File: config.mk
export PLATFORM = sky130hd
export DESIGN_NAME = pid_controller_filtered_derivative
export DESIGN_NICKNAME = d
export VERILOG_FILES = /design/src/rtl/pcfd_pkg.sv /design/src/rtl/pcfd_mul.sv /design/src/rtl/pcfd_div.sv /design/src/rtl/pid_controller_filtered_derivative.sv
export SDC_FILE = /design/constraint.sdc
export NUM_CORES = 2
export LEC_CHECK = 0
export ABC_AREA = 1
export BUFFER_PORTS_ARGS = -buffer_cell sky130_fd_sc_hd__buf_2
export CORE_ASPECT_RATIO = 1.4
export CORE_UTILIZATION = 50
export CTS_CLUSTER_DIAMETER = 80
export DETAILED_ROUTE_END_ITERATION = 7
export PLACE_DENSITY = 0.66
export SYNTH_ARGS = -nofsm -noshare
export SYNTH_HDL_FRONTEND = slang
export SYNTH_HIERARCHICAL = 1
export SYNTH_SLANG_ARGS = --single-unit
File: constraint.sdc
create_clock -name clk_i -period 18.32 [get_ports clk_i]
set_input_delay 1.832 -clock clk_i [delete_from_list [all_inputs] [get_ports clk_i]]
set_output_delay 1.832 -clock clk_i [all_outputs]
set_load 0.03 [all_outputs]
File: src/rtl/pcfd_pkg.sv
package pcfd_pkg;

  // signed Q8.16 word
  localparam int QW = 24;
  localparam logic signed [QW-1:0] Q_MAX = 24'sh7FFFFF;
  localparam logic signed [QW-1:0] Q_MIN = -24'sh800000;

  // output scaling and measurement normalisation
  localparam logic [7:0]         OUT_SCALE       = 8'd255;
  localparam logic [7:0]         OUT_OFFSET      = 8'd0;
  localparam logic [15:0]        MEAS_FULL_SCALE = 16'd65535;
  localparam logic signed [18:0] OUT_FLOOR       = 19'sd0;

  // serial multiplier: a is the shifted operand, b is consumed one bit a cycle
  localparam int MUL_A_W   = 50;
  localparam int MUL_B_W   = 25;
  localparam int MUL_P_W   = MUL_A_W + MUL_B_W;
  localparam int MUL_CNT_W = $clog2(MUL_B_W);

  // serial restoring divider
  localparam int DIV_N_W   = 44;
  localparam int DIV_D_W   = 18;
  localparam int DIV_CNT_W = $clog2(DIV_N_W);

  typedef enum logic [2:0] {
    REG_PROP_GAIN     = 3'd0,
    REG_INTEG_GAIN    = 3'd1,
    REG_DERIV_GAIN    = 3'd2,
    REG_FILTER_TIME   = 3'd3,
    REG_SAMPLE_PERIOD = 3'd4,
    REG_INTEG_UPPER   = 3'd5,
    REG_INTEG_LOWER   = 3'd6,
    REG_OUT_UPPER     = 3'd7
  } cfg_reg_e;

  typedef enum logic [3:0] {
    ST_IDLE,
    ST_CHECK,
    ST_DIV_ERR,
    ST_DIV_NORM,
    ST_MUL_P,
    ST_MUL_I1,
    ST_MUL_I2,
    ST_MUL_D,
    ST_MUL_F,
    ST_PREP_F,
    ST_DIV_F,
    ST_FINISH,
    ST_EMIT
  } pcfd_state_e;

  function automatic logic signed [QW-1:0] sat24(input logic signed [63:0] v);
    logic signed [QW-1:0] r;
    if (v > 64'(Q_MAX)) r = Q_MAX;
    else if (v < 64'(Q_MIN)) r = Q_MIN;
    else r = v[QW-1:0];
    return r;
  endfunction

  // upper bound tested first, then lower
  function automatic logic signed [63:0] clamp2(input logic signed [63:0] v,
                                                input logic signed [63:0] hi,
                                                input logic signed [63:0] lo);
    logic signed [63:0] r;
    if (v > hi) r = hi;
    else if (v < lo) r = lo;
    else r = v;
    return r;
  endfunction

endpackage

File: src/rtl/pcfd_mul.sv
module pcfd_mul import pcfd_pkg::*; (
  input  logic                      clk_i,
  input  logic                      rst_ni,
  input  logic                      start_i,
  input  logic signed [MUL_A_W-1:0] a_i,
  input  logic signed [MUL_B_W-1:0] b_i,
  output logic                      done_o,
  output logic signed [MUL_P_W-1:0] prod_o
);

  logic signed [MUL_P_W-1:0] a_q, a_d, acc_q, acc_d, addend;
  logic [MUL_B_W-1:0]        b_q, b_d;
  logic [MUL_CNT_W-1:0]      cnt_q, cnt_d;
  logic                      busy_q, busy_d, done_q, done_d;
  logic                      last;

  assign last   = (cnt_q == MUL_CNT_W'(MUL_B_W - 1));
  assign addend = b_q[0] ? a_q : '0;

  always_comb begin
    a_d    = a_q;
    b_d    = b_q;
    acc_d  = acc_q;
    cnt_d  = cnt_q;
    busy_d = busy_q;
    done_d = 1'b0;
    if (start_i) begin
      a_d    = MUL_P_W'(a_i);
      b_d    = b_i;
      acc_d  = '0;
      cnt_d  = '0;
      busy_d = 1'b1;
    end else if (busy_q) begin
      // top bit of b carries negative weight
      acc_d = last ? (acc_q - addend) : (acc_q + addend);
      a_d   = a_q <<< 1;
      b_d   = b_q >> 1;
      cnt_d = cnt_q + 1'b1;
      if (last) begin
        busy_d = 1'b0;
        done_d = 1'b1;
      end
    end
  end

  always_ff @(posedge clk_i or negedge rst_ni) begin
    if (!rst_ni) begin
      busy_q <= 1'b0;
      done_q <= 1'b0;
      cnt_q  <= '0;
    end else begin
      busy_q <= busy_d;
      done_q <= done_d;
      cnt_q  <= cnt_d;
    end
  end

  always_ff @(posedge clk_i) begin
    a_q   <= a_d;
    b_q   <= b_d;
    acc_q <= acc_d;
  end

  assign done_o = done_q;
  assign prod_o = acc_q;

endmodule

File: src/rtl/pcfd_div.sv
module pcfd_div import pcfd_pkg::*; (
  input  logic               clk_i,
  input  logic               rst_ni,
  input  logic               start_i,
  input  logic [DIV_N_W-1:0] num_i,
  input  logic [DIV_D_W-1:0] den_i,
  output logic               done_o,
  output logic [DIV_N_W-1:0] quo_o
);

  logic [DIV_N_W-1:0]   q_q, q_d;
  logic [DIV_D_W-1:0]   rem_q, rem_d, den_q, den_d;
  logic [DIV_D_W:0]     trial;
  logic                 fits;
  logic [DIV_CNT_W-1:0] cnt_q, cnt_d;
  logic                 busy_q, busy_d, done_q, done_d;
  logic                 last;

  assign last  = (cnt_q == DIV_CNT_W'(DIV_N_W - 1));
  assign trial = {rem_q, q_q[DIV_N_W-1]};
  assign fits  = (trial >= {1'b0, den_q});

  always_comb begin
    q_d    = q_q;
    rem_d  = rem_q;
    den_d  = den_q;
    cnt_d  = cnt_q;
    busy_d = busy_q;
    done_d = 1'b0;
    if (start_i) begin
      q_d    = num_i;
      rem_d  = '0;
      den_d  = den_i;
      cnt_d  = '0;
      busy_d = 1'b1;
    end else if (busy_q) begin
      // one quotient bit a cycle, remainder stays below the divisor
      rem_d = fits ? DIV_D_W'(trial - {1'b0, den_q}) : trial[DIV_D_W-1:0];
      q_d   = {q_q[DIV_N_W-2:0], fits};
      cnt_d = cnt_q + 1'b1;
      if (last) begin
        busy_d = 1'b0;
        done_d = 1'b1;
      end
    end
  end

  always_ff @(posedge clk_i or negedge rst_ni) begin
    if (!rst_ni) begin
      busy_q <= 1'b0;
      done_q <= 1'b0;
      cnt_q  <= '0;
    end else begin
      busy_q <= busy_d;
      done_q <= done_d;
      cnt_q  <= cnt_d;
    end
  end

  always_ff @(posedge clk_i) begin
    q_q   <= q_d;
    rem_q <= rem_d;
    den_q <= den_d;
  end

  assign done_o = done_q;
  assign quo_o  = q_q;

endmodule

File: src/rtl/pid_controller_filtered_derivative.sv
// channel   dir  signals                  contents (lowest bit first)
// s_axis    in   tvalid tready tdata[47:0] measurement, set_point, tick_elapsed
// m_axis    out  tvalid tready tdata[7:0]  drive_code
//                tuser[1:0]                updated, bad_set_point
// cfg       in   we idx[2:0] data[23:0]    register write, no read-back
//
// an update runs three division steps and five multiply steps on one bit-serial divider
// and one bit-serial multiplier, plus the check, prepare, finish and emit steps; the
// filter division is skipped when 2tau + Ts is zero
// an item with the gate closed or a zero set point goes from check straight to emit
// one item in flight; input ready only in idle
// the result sits in an output register until taken; a stalled output holds the
// sequencer in its last step
// reset clears the controller state and loads the register defaults
module pid_controller_filtered_derivative import pcfd_pkg::*; (
  input  logic        clk_i,
  input  logic        rst_ni,
  input  logic        s_axis_tvalid,
  output logic        s_axis_tready,
  input  logic [47:0] s_axis_tdata,   // measurement, set_point, tick_elapsed
  output logic        m_axis_tvalid,
  input  logic        m_axis_tready,
  output logic [7:0]  m_axis_tdata,   // drive_code
  output logic [1:0]  m_axis_tuser,   // updated, bad_set_point
  input  logic        cfg_we_i,
  input  logic [2:0]  cfg_idx_i,
  input  logic [23:0] cfg_data_i
);

  pcfd_state_e state_q, state_d;

  // configuration registers
  logic signed [QW-1:0] prop_gain_q, integ_gain_q, deriv_gain_q;
  logic [15:0]          filter_time_q;
  logic [9:0]           sample_period_q;
  logic signed [18:0]   integ_upper_q, integ_lower_q, out_upper_q;

  // controller state
  logic signed [QW-1:0] integ_sum_q, deriv_filt_q, last_error_q, last_norm_q, ctrl_out_q;

  // per-item working registers
  logic [15:0]          meas_q, sp_q;
  logic                 gate_q, upd_q, bad_q;
  logic signed [QW-1:0] err_q, norm_q, p_q;
  logic signed [49:0]   dprod_q;
  logic [DIV_N_W-1:0]   fnum;
  logic                 fneg_q;

  // output register
  logic       out_valid_q;
  logic [7:0] out_code_q;
  logic       out_upd_q, out_bad_q;

  // serial units
  logic                      mul_start, mul_done;
  logic signed [MUL_A_W-1:0] mul_a;
  logic signed [MUL_B_W-1:0] mul_b;
  logic signed [MUL_P_W-1:0] mul_prod;
  logic                      div_start, div_done;
  logic [DIV_N_W-1:0]        div_num, div_quo;
  logic [DIV_D_W-1:0]        div_den;

  // datapath terms
  logic                 accept, out_free;
  logic signed [33:0]   ratio_diff;
  logic signed [24:0]   err_sum, norm_diff;
  logic signed [17:0]   tau_minus_ts;
  logic [DIV_D_W-1:0]   filt_den;
  logic signed [63:0]   integ_next, acc_f, nacc_shift, out_sum;
  logic signed [44:0]   fquo_signed;
  logic signed [32:0]   drive_prod;
  logic signed [16:0]   drive_shift;
  logic signed [17:0]   drive_val;
  logic [7:0]           drive_code;

  assign accept   = s_axis_tvalid && s_axis_tready;
  assign out_free = !out_valid_q || m_axis_tready;

  // configuration writes
  always_ff @(posedge clk_i or negedge rst_ni) begin
    if (!rst_ni) begin
      prop_gain_q     <= '0;
      integ_gain_q    <= '0;
      deriv_gain_q    <= '0;
      filter_time_q   <= '0;
      sample_period_q <= 10'd10;
      integ_upper_q   <= 19'sd65536;
      integ_lower_q   <= '0;
      out_upper_q     <= 19'sd65536;
    end else if (cfg_we_i) begin
      case (cfg_reg_e'(cfg_idx_i))
        REG_PROP_GAIN:     prop_gain_q     <= cfg_data_i;
        REG_INTEG_GAIN:    integ_gain_q    <= cfg_data_i;
        REG_DERIV_GAIN:    deriv_gain_q    <= cfg_data_i;
        REG_FILTER_TIME:   filter_time_q   <= cfg_data_i[15:0];
        REG_SAMPLE_PERIOD: sample_period_q <= cfg_data_i[9:0];
        REG_INTEG_UPPER:   integ_upper_q   <= cfg_data_i[18:0];
        REG_INTEG_LOWER:   integ_lower_q   <= cfg_data_i[18:0];
        REG_OUT_UPPER:     out_upper_q     <= cfg_data_i[18:0];
        default: ;
      endcase
    end
  end

  // sequencer: next state
  always_comb begin
    state_d = state_q;
    case (state_q)
      ST_IDLE:     if (accept) state_d = ST_CHECK;
      ST_CHECK:    state_d = (gate_q && sp_q != 16'd0) ? ST_DIV_ERR : ST_EMIT;
      ST_DIV_ERR:  if (div_done) state_d = ST_DIV_NORM;
      ST_DIV_NORM: if (div_done) state_d = ST_MUL_P;
      ST_MUL_P:    if (mul_done) state_d = ST_MUL_I1;
      ST_MUL_I1:   if (mul_done) state_d = ST_MUL_I2;
      ST_MUL_I2:   if (mul_done) state_d = ST_MUL_D;
      ST_MUL_D:    if (mul_done) state_d = ST_MUL_F;
      ST_MUL_F:    if (mul_done) state_d = ST_PREP_F;
      ST_PREP_F:   state_d = (filt_den == '0) ? ST_FINISH : ST_DIV_F;
      ST_DIV_F:    if (div_done) state_d = ST_FINISH;
      ST_FINISH:   state_d = ST_EMIT;
      ST_EMIT:     if (out_free) state_d = ST_IDLE;
      default:     state_d = ST_IDLE;
    endcase
  end

  always_ff @(posedge clk_i or negedge rst_ni) begin
    if (!rst_ni) state_q <= ST_IDLE;
    else         state_q <= state_d;
  end

  // sequencer: outputs, a unit starts on entry to its step
  always_comb begin
    s_axis_tready = (state_q == ST_IDLE);
    mul_start     = 1'b0;
    div_start     = 1'b0;
    if (state_d != state_q) begin
      case (state_d)
        ST_MUL_P, ST_MUL_I1, ST_MUL_I2, ST_MUL_D, ST_MUL_F: mul_start = 1'b1;
        ST_DIV_ERR, ST_DIV_NORM, ST_DIV_F:                  div_start = 1'b1;
        default: ;
      endcase
    end
  end

  // operand selection follows the step being entered
  assign err_sum      = 25'(err_q) + 25'(last_error_q);
  assign norm_diff    = 25'(norm_q) - 25'(last_norm_q);
  assign tau_minus_ts = $signed({1'b0, filter_time_q, 1'b0}) - $signed({8'b0, sample_period_q});
  assign filt_den     = {1'b0, filter_time_q, 1'b0} + {8'b0, sample_period_q};

  always_comb begin
    mul_a = MUL_A_W'(err_q);
    mul_b = MUL_B_W'(prop_gain_q);
    case (state_d)
      ST_MUL_I1: begin
        mul_a = MUL_A_W'(integ_gain_q);
        mul_b = err_sum;
      end
      ST_MUL_I2: begin
        mul_a = mul_prod[MUL_A_W-1:0];
        mul_b = {15'b0, sample_period_q};
      end
      ST_MUL_D: begin
        mul_a = MUL_A_W'(deriv_gain_q);
        mul_b = norm_diff;
      end
      ST_MUL_F: begin
        mul_a = MUL_A_W'(deriv_filt_q);
        mul_b = MUL_B_W'(tau_minus_ts);
      end
      default: ;
    endcase
  end

  always_comb begin
    div_num = {12'b0, meas_q, 16'b0};
    div_den = {2'b0, sp_q};
    case (state_d)
      ST_DIV_NORM: div_den = {2'b0, MEAS_FULL_SCALE};
      ST_DIV_F: begin
        div_num = fnum;
        div_den = filt_den;
      end
      default: ;
    endcase
  end

  pcfd_mul u_mul (
    .clk_i   (clk_i),
    .rst_ni  (rst_ni),
    .start_i (mul_start),
    .a_i     (mul_a),
    .b_i     (mul_b),
    .done_o  (mul_done),
    .prod_o  (mul_prod)
  );

  pcfd_div u_div (
    .clk_i   (clk_i),
    .rst_ni  (rst_ni),
    .start_i (div_start),
    .num_i   (div_num),
    .den_i   (div_den),
    .done_o  (div_done),
    .quo_o   (div_quo)
  );

  // error is one minus measurement over set point
  assign ratio_diff = 34'sd65536 - $signed({2'b00, div_quo[31:0]});

  // trapezoidal integrator step, clamped
  assign integ_next = clamp2(64'(integ_sum_q) + 64'(mul_prod >>> 17),
                             64'(integ_upper_q), 64'(integ_lower_q));

  // filter numerator, negated and floored by 2^16 so the divisor is just 2tau + Ts
  assign acc_f      = 64'(dprod_q) + (64'(mul_prod) <<< 16);
  assign nacc_shift = (-acc_f) >>> 16;
  assign fnum       = nacc_shift[63] ? ~nacc_shift[DIV_N_W-1:0] : nacc_shift[DIV_N_W-1:0];

  // floor division of a negative value through its complement
  assign fquo_signed = fneg_q ? $signed(~{1'b0, div_quo}) : $signed({1'b0, div_quo});

  assign out_sum = clamp2(64'(p_q) + 64'(integ_sum_q) + 64'(deriv_filt_q),
                          64'(out_upper_q), 64'(OUT_FLOOR));

  // drive code from the held controller output
  assign drive_prod  = $signed(ctrl_out_q) * $signed({1'b0, OUT_SCALE});
  assign drive_shift = 17'(drive_prod >>> 16);
  assign drive_val   = 18'(drive_shift) + $signed({10'b0, OUT_OFFSET});
  assign drive_code  = (drive_val < 18'sd0)   ? 8'd0 :
                       (drive_val > 18'sd255) ? 8'd255 : drive_val[7:0];

  // per-item working registers
  always_ff @(posedge clk_i) begin
    if (accept) begin
      meas_q <= s_axis_tdata[15:0];
      sp_q   <= s_axis_tdata[31:16];
      gate_q <= (s_axis_tdata[47:32] > {6'b0, sample_period_q});
    end
    if (state_q == ST_CHECK) begin
      upd_q <= gate_q && (sp_q != 16'd0);
      bad_q <= gate_q && (sp_q == 16'd0);
    end
    if (state_q == ST_DIV_ERR && div_done) err_q <= sat24(64'(ratio_diff));
    if (state_q == ST_DIV_NORM && div_done) begin
      norm_q <= (div_quo > DIV_N_W'(Q_MAX)) ? Q_MAX : div_quo[QW-1:0];
    end
    if (state_q == ST_MUL_P && mul_done) p_q <= sat24(64'(mul_prod >>> 16));
    if (state_q == ST_MUL_D && mul_done) dprod_q <= {mul_prod[48:0], 1'b0};
    if (state_q == ST_PREP_F) fneg_q <= nacc_shift[63];
  end

  // controller state
  always_ff @(posedge clk_i or negedge rst_ni) begin
    if (!rst_ni) begin
      integ_sum_q  <= '0;
      deriv_filt_q <= '0;
      last_error_q <= '0;
      last_norm_q  <= '0;
      ctrl_out_q   <= '0;
    end else begin
      if (state_q == ST_MUL_I2 && mul_done) integ_sum_q <= sat24(integ_next);
      if (state_q == ST_PREP_F && filt_den == '0) deriv_filt_q <= '0;
      if (state_q == ST_DIV_F && div_done) deriv_filt_q <= sat24(64'(fquo_signed));
      if (state_q == ST_FINISH) begin
        ctrl_out_q   <= sat24(out_sum);
        last_error_q <= err_q;
        last_norm_q  <= norm_q;
      end
    end
  end

  // output register
  always_ff @(posedge clk_i or negedge rst_ni) begin
    if (!rst_ni) begin
      out_valid_q <= 1'b0;
    end else if (state_q == ST_EMIT && out_free) begin
      out_valid_q <= 1'b1;
    end else if (m_axis_tready) begin
      out_valid_q <= 1'b0;
    end
  end

  always_ff @(posedge clk_i) begin
    if (state_q == ST_EMIT && out_free) begin
      out_code_q <= drive_code;
      out_upd_q  <= upd_q;
      out_bad_q  <= bad_q;
    end
  end

  assign m_axis_tvalid = out_valid_q;
  assign m_axis_tdata  = out_code_q;
  assign m_axis_tuser  = {out_bad_q, out_upd_q};

endmodule

==> impl_metrics.prom <==
# TYPE chip_impl_metric gauge
chip_impl_info{name="cts_tree",value="done"} 1
chip_impl_metric{name="asyncSetResetFlopFracSynth",unit="%"} 41.1
chip_impl_info{name="clock_tree.root_cell",value="sky130_fd_sc_hd__clkbuf_16"} 1
chip_impl_metric{name="grt_first_pass_wirelength",unit="um"} 369000
chip_impl_metric{name="critPathArrivalTime",unit="ns"} 7.93
chip_impl_metric{name="net_count_after_synthesis",unit=""} 10397
chip_impl_metric{name="detailedPlace.worstSlack",unit="ns"} 11.22
chip_impl_info{name="synth_top_cells_by_area",value="sky130_fd_sc_hd__nand2_1 15%, sky130_fd_sc_hd__edfxtp_1 15%, sky130_fd_sc_hd__dfrtp_1 11%"} 1
chip_impl_info{name="worst_hold_startpoint",value="bad_q"} 1
chip_impl_metric{name="routed_via_density",unit=""} 5.55
chip_impl_metric{name="post_route_drc_violation_count",unit=""} 9
chip_impl_metric{name="place_congestion",unit=""} 1.04
chip_impl_metric{name="dp_wirelength",unit="um"} 198000
chip_impl_info{name="largest_area_contributor_in_the_netlist",value="sky130_fd_sc_hd__nand2_1"} 1
chip_impl_info{name="rsz_0062_raised_after_global_routing",value="false"} 1
chip_impl_metric{name="core_area",unit="um^2"} 131000
chip_impl_metric{name="tritoncts_num_sinks",unit=""} 717
chip_impl_metric{name="antenna_found_initial",unit=""} 4
chip_impl_info{name="synth.top_cells.by_count",value="2717 x sky130_fd_sc_hd__nand2_1, 1414 x sky130_fd_sc_hd__inv_1, 1026 x sky130_fd_sc_hd__nor2_1"} 1
chip_impl_metric{name="chipHeight",unit="um"} 433
chip_impl_info{name="critical_path_class",value="reg -> reg"} 1
chip_impl_info{name="worst_setup_path_startpoint",value="u_mul/prod_o[17]"} 1
chip_impl_metric{name="drt_iter0_markers",unit=""} 5184
chip_impl_metric{name="globalRouteTotalUtil",unit="%"} 36.6
chip_impl_metric{name="cts-hold-fix-buffers",unit=""} 0
chip_impl_metric{name="fillers",unit=""} 13302
chip_impl_info{name="timing.hold.worst_endpoint",value="out_bad_q"} 1
chip_impl_metric{name="wl_per_cell",unit="um"} 21.7
chip_impl_info{name="regToRegEndpoint",value="integ_sum_q[8]"} 1
chip_impl_metric{name="cts_setup_buffers",unit=""} 0
chip_impl_metric{name="cts.path.max_buffers",unit=""} 3
chip_impl_metric{name="placement.cell_area",unit="um^2"} 68400
chip_impl_metric{name="io_pins",unit=""} 92
chip_impl_metric{name="post-route-min-period",unit="ns"} 7.30
chip_impl_metric{name="drv_slew",unit=""} 0
chip_impl_metric{name="floorplan.die_area",unit="um^2"} 134000
chip_impl_metric{name="detail_route.first_pass.iterations",unit=""} 8
chip_impl_metric{name="timing.critical_path.fanout_max",unit=""} 38
chip_impl_metric{name="reg2reg_slack",unit="ns"} 11.02
chip_impl_info{name="yosys_most_used_dff",value="sky130_fd_sc_hd__edfxtp_1"} 1
chip_impl_metric{name="synth_warnings",unit=""} 6
chip_impl_metric{name="gr_overflow_total",unit=""} 0
chip_impl_metric{name="finalCritPeriodShare",unit="%"} 39.9
chip_impl_metric{name="synthesis.area_per_instance",unit="um^2"} 6.92
chip_impl_metric{name="worst_skew_pair.late_latency",unit="ns"} 0.72
chip_impl_metric{name="grt_max_degree",unit=""} 104
chip_impl_metric{name="ant_nets",unit=""} 0
chip_impl_info{name="path_delay_family",value="simple AND/OR/NAND/NOR gates"} 1
chip_impl_metric{name="sequential_element_share_of_the_synthesized_area",unit="%"} 28.8
chip_impl_metric{name="port-buffer-count",unit=""} 91
chip_impl_metric{name="post_cts_resize_count",unit=""} 0
chip_impl_metric{name="max-cap-violations",unit=""} 0
chip_impl_metric{name="required",unit="ns"} 18.95
chip_impl_info{name="status",value="complete, but fails checks"} 1
chip_impl_info{name="setup.worst_path.end_class",value="register"} 1
chip_impl_metric{name="post-synth-top-area-fraction",unit="%"} 15.4
chip_impl_metric{name="hold_violations",unit=""} 0
chip_impl_metric{name="initial_core_util",unit="%"} 50.6
chip_impl_metric{name="slew-limit-headroom",unit="%"} 14.2
chip_impl_info{name="crit_slowest_cell",value="sky130_fd_sc_hd__inv_1"} 1
chip_impl_metric{name="timing.hold.worst_path_depth",unit=""} 0
chip_impl_metric{name="grt_pass1_vias",unit=""} 61737
chip_impl_metric{name="final_nets",unit=""} 10406
chip_impl_metric{name="syn_to_final_growth",unit="%"} 7.39
chip_impl_metric{name="number_of_levels_the_h_tree_was_split_into",unit=""} 3
chip_impl_metric{name="worstPathBufferInverterCount",unit=""} 4
chip_impl_info{name="timing.critical_path.mode_cell",value="sky130_fd_sc_hd__nand2_1"} 1
chip_impl_metric{name="fmax",unit="MHz"} 137
chip_impl_metric{name="row_count",unit=""} 157
chip_impl_info{name="timing.rr.start",value="u_mul/prod_o[17]"} 1
chip_impl_metric{name="worstMarginPinSlew",unit="ns"} 1.28
chip_impl_metric{name="synth_area",unit="um^2"} 66400
chip_impl_metric{name="finalWirelength",unit="um"} 248000
chip_impl_info{name="synthMostInstantiatedCell",value="sky130_fd_sc_hd__nand2_1"} 1
chip_impl_metric{name="synth-seq-cells",unit=""} 717
chip_impl_metric{name="timing.setup.tns",unit="ns"} 0
chip_impl_metric{name="netlist_instances",unit=""} 9595
chip_impl_metric{name="critical_path.max_stage_delay",unit="ns"} 0.96
chip_impl_metric{name="floorplan.die.width",unit="um"} 310
chip_impl_metric{name="tritoncts.num_buffers",unit=""} 83
chip_impl_info{name="min-delay-path-class",value="reg -> reg"} 1
chip_impl_metric{name="layout-drive-gt1-share",unit="%"} 5.29
chip_impl_metric{name="worst_slack",unit="ns"} 11.02
chip_impl_metric{name="synth_enable_flop_cells",unit=""} 329
chip_impl_metric{name="clkTransAtPathRegs",unit="ns"} 0.06
chip_impl_metric{name="clock_skew",unit="ns"} 0.0364
chip_impl_info{name="setup.worst_path.start_class",value="register"} 1
chip_impl_metric{name="yosys.cell_types.count",unit=""} 77
chip_impl_info{name="failed_checks",value="design-rule violations"} 1
chip_impl_metric{name="worstRegToRegCells",unit=""} 40
chip_impl_metric{name="design_area",unit="um^2"} 71300
chip_impl_metric{name="setup_viol_count_final",unit=""} 0
chip_impl_metric{name="vias",unit=""} 63440
==> kinds of logic (layout without fill, tap and decap cells) <==
family | count (synthesis) | after routing | synth area share (%)
other | 1 | 5 | 0.00565
buffers and inverters | 1692 | 1771 | 10.1
XOR/XNOR | 370 | 370 | 4.88
flip-flops | 717 | 717 | 28.8
adder cells (fa/ha/maj) | 722 | 722 | 15.2
AND/OR/NAND/NOR | 4668 | 4668 | 29.3
AO/OA/AOI/OAI | 1425 | 1425 | 11.7
==> metal layers <==
metal	routed length [um]	up-vias	GRT usage [%]
met5	54	-	0
met2	118000	2231	62.5
li1	-	30876	-
met3	13200	731	4.67
met1	91900	29596	40.0
met4	24900	6	31.6
==> flip-flops by register name (all words and copies together) (netlist names), 25 cells and up <==
name	flops
u_mul/a_q	75
u_mul/prod_o	75
dprod_q	49
u_div/quo_o	44
u_mul/b_q	25
==> worst max path at each step <==
stage	slack (ns)	cells past startpoint	end
after floorplan	12.36	21	u_mul/a_q[0]
after global placement	11.24	28	ctrl_out_q[2]
after detailed placement	11.22	28	ctrl_out_q[2]
after CTS	11.18	40	integ_sum_q[21]
after global routing	10.33	40	integ_sum_q[11]
final	11.02	40	integ_sum_q[8]
==> area by class of cell <==
| type | instances | area [um^2] | area share, % |
|---|---|---|---|
| Antenna cell | 4 | 10.0 | 0.0140 |
| Multi-Input combinational cell | 7186 | 40700 | 57.0 |
| Inverter | 1453 | 5460 | 7.65 |
| Tap cell | 1749 | 2190 | 3.07 |
| Clock inverter | 41 | 448 | 0.628 |
| Sequential cell | 717 | 19100 | 26.8 |
| Clock buffer | 114 | 2420 | 3.39 |
| Timing Repair Buffer | 163 | 1010 | 1.41 |
==> worst register-to-register path, delay by kind of cell (launching register included) <==
family | cells | cell delay, ns
adders and majority gates | 3 | 0.91
buffers and inverters | 4 | 1.28
DFF | 1 | 0.44
and+or+nand+nor | 33 | 4.60
==> cell usage in the layout (no fill, tap or decap), types with 10 or more instances in the layout <==
cell type,synthesis,final
sky130_fd_sc_hd__nand4_1,111,111
sky130_fd_sc_hd__a21boi_0,13,13
sky130_fd_sc_hd__o22ai_1,14,14
sky130_fd_sc_hd__o211ai_1,16,16
sky130_fd_sc_hd__edfxtp_1,329,329
sky130_fd_sc_hd__o21ai_0,603,601
sky130_fd_sc_hd__nor3_2,8,10
sky130_fd_sc_hd__nand2_2,58,59
sky130_fd_sc_hd__nor4_1,49,47
sky130_fd_sc_hd__a21o_1,42,42
sky130_fd_sc_hd__clkbuf_1,135,14
sky130_fd_sc_hd__and2_1,11,11
sky130_fd_sc_hd__nand3b_1,35,35
sky130_fd_sc_hd__inv_1,1414,1411
sky130_fd_sc_hd__nor3_1,86,84
sky130_fd_sc_hd__o21a_1,18,18
sky130_fd_sc_hd__clkbuf_16,0,88
sky130_fd_sc_hd__buf_4,27,72
sky130_fd_sc_hd__clkbuf_8,1,12
sky130_fd_sc_hd__nand3_1,472,472
sky130_fd_sc_hd__nand2_1,2717,2716
sky130_fd_sc_hd__xor2_1,254,254
sky130_fd_sc_hd__nand3_2,18,18
sky130_fd_sc_hd__a31oi_1,44,44
sky130_fd_sc_hd__buf_2,32,90
sky130_fd_sc_hd__nor2_4,11,14
sky130_fd_sc_hd__nor2_1,1026,1021
sky130_fd_sc_hd__ha_1,578,578
sky130_fd_sc_hd__a21oi_1,561,560
sky130_fd_sc_hd__o21ai_1,18,20
sky130_fd_sc_hd__inv_2,37,39
sky130_fd_sc_hd__fa_1,144,144
sky130_fd_sc_hd__dfxtp_1,93,93
sky130_fd_sc_hd__or2_2,16,16
sky130_fd_sc_hd__o21bai_1,37,37
sky130_fd_sc_hd__xnor2_1,116,116
sky130_fd_sc_hd__dfrtp_1,291,290
sky130_fd_sc_hd__nor2_2,16,18
==> per-stage QoR <==
step	hold WS (ns)	instances	utilization, %
final	0.422	11427	54.3
after global routing	0.429	11424	54.3
after floorplan	0.400	9595	-
after CTS	0.424	11423	54.3
after global placement	0.404	11268	52.2
after detailed placement	0.410	11268	52.2
Power is left out: the tool's default activity adds up to more than one toggle a clock period on the data nets, which glitch-free logic cannot reach.
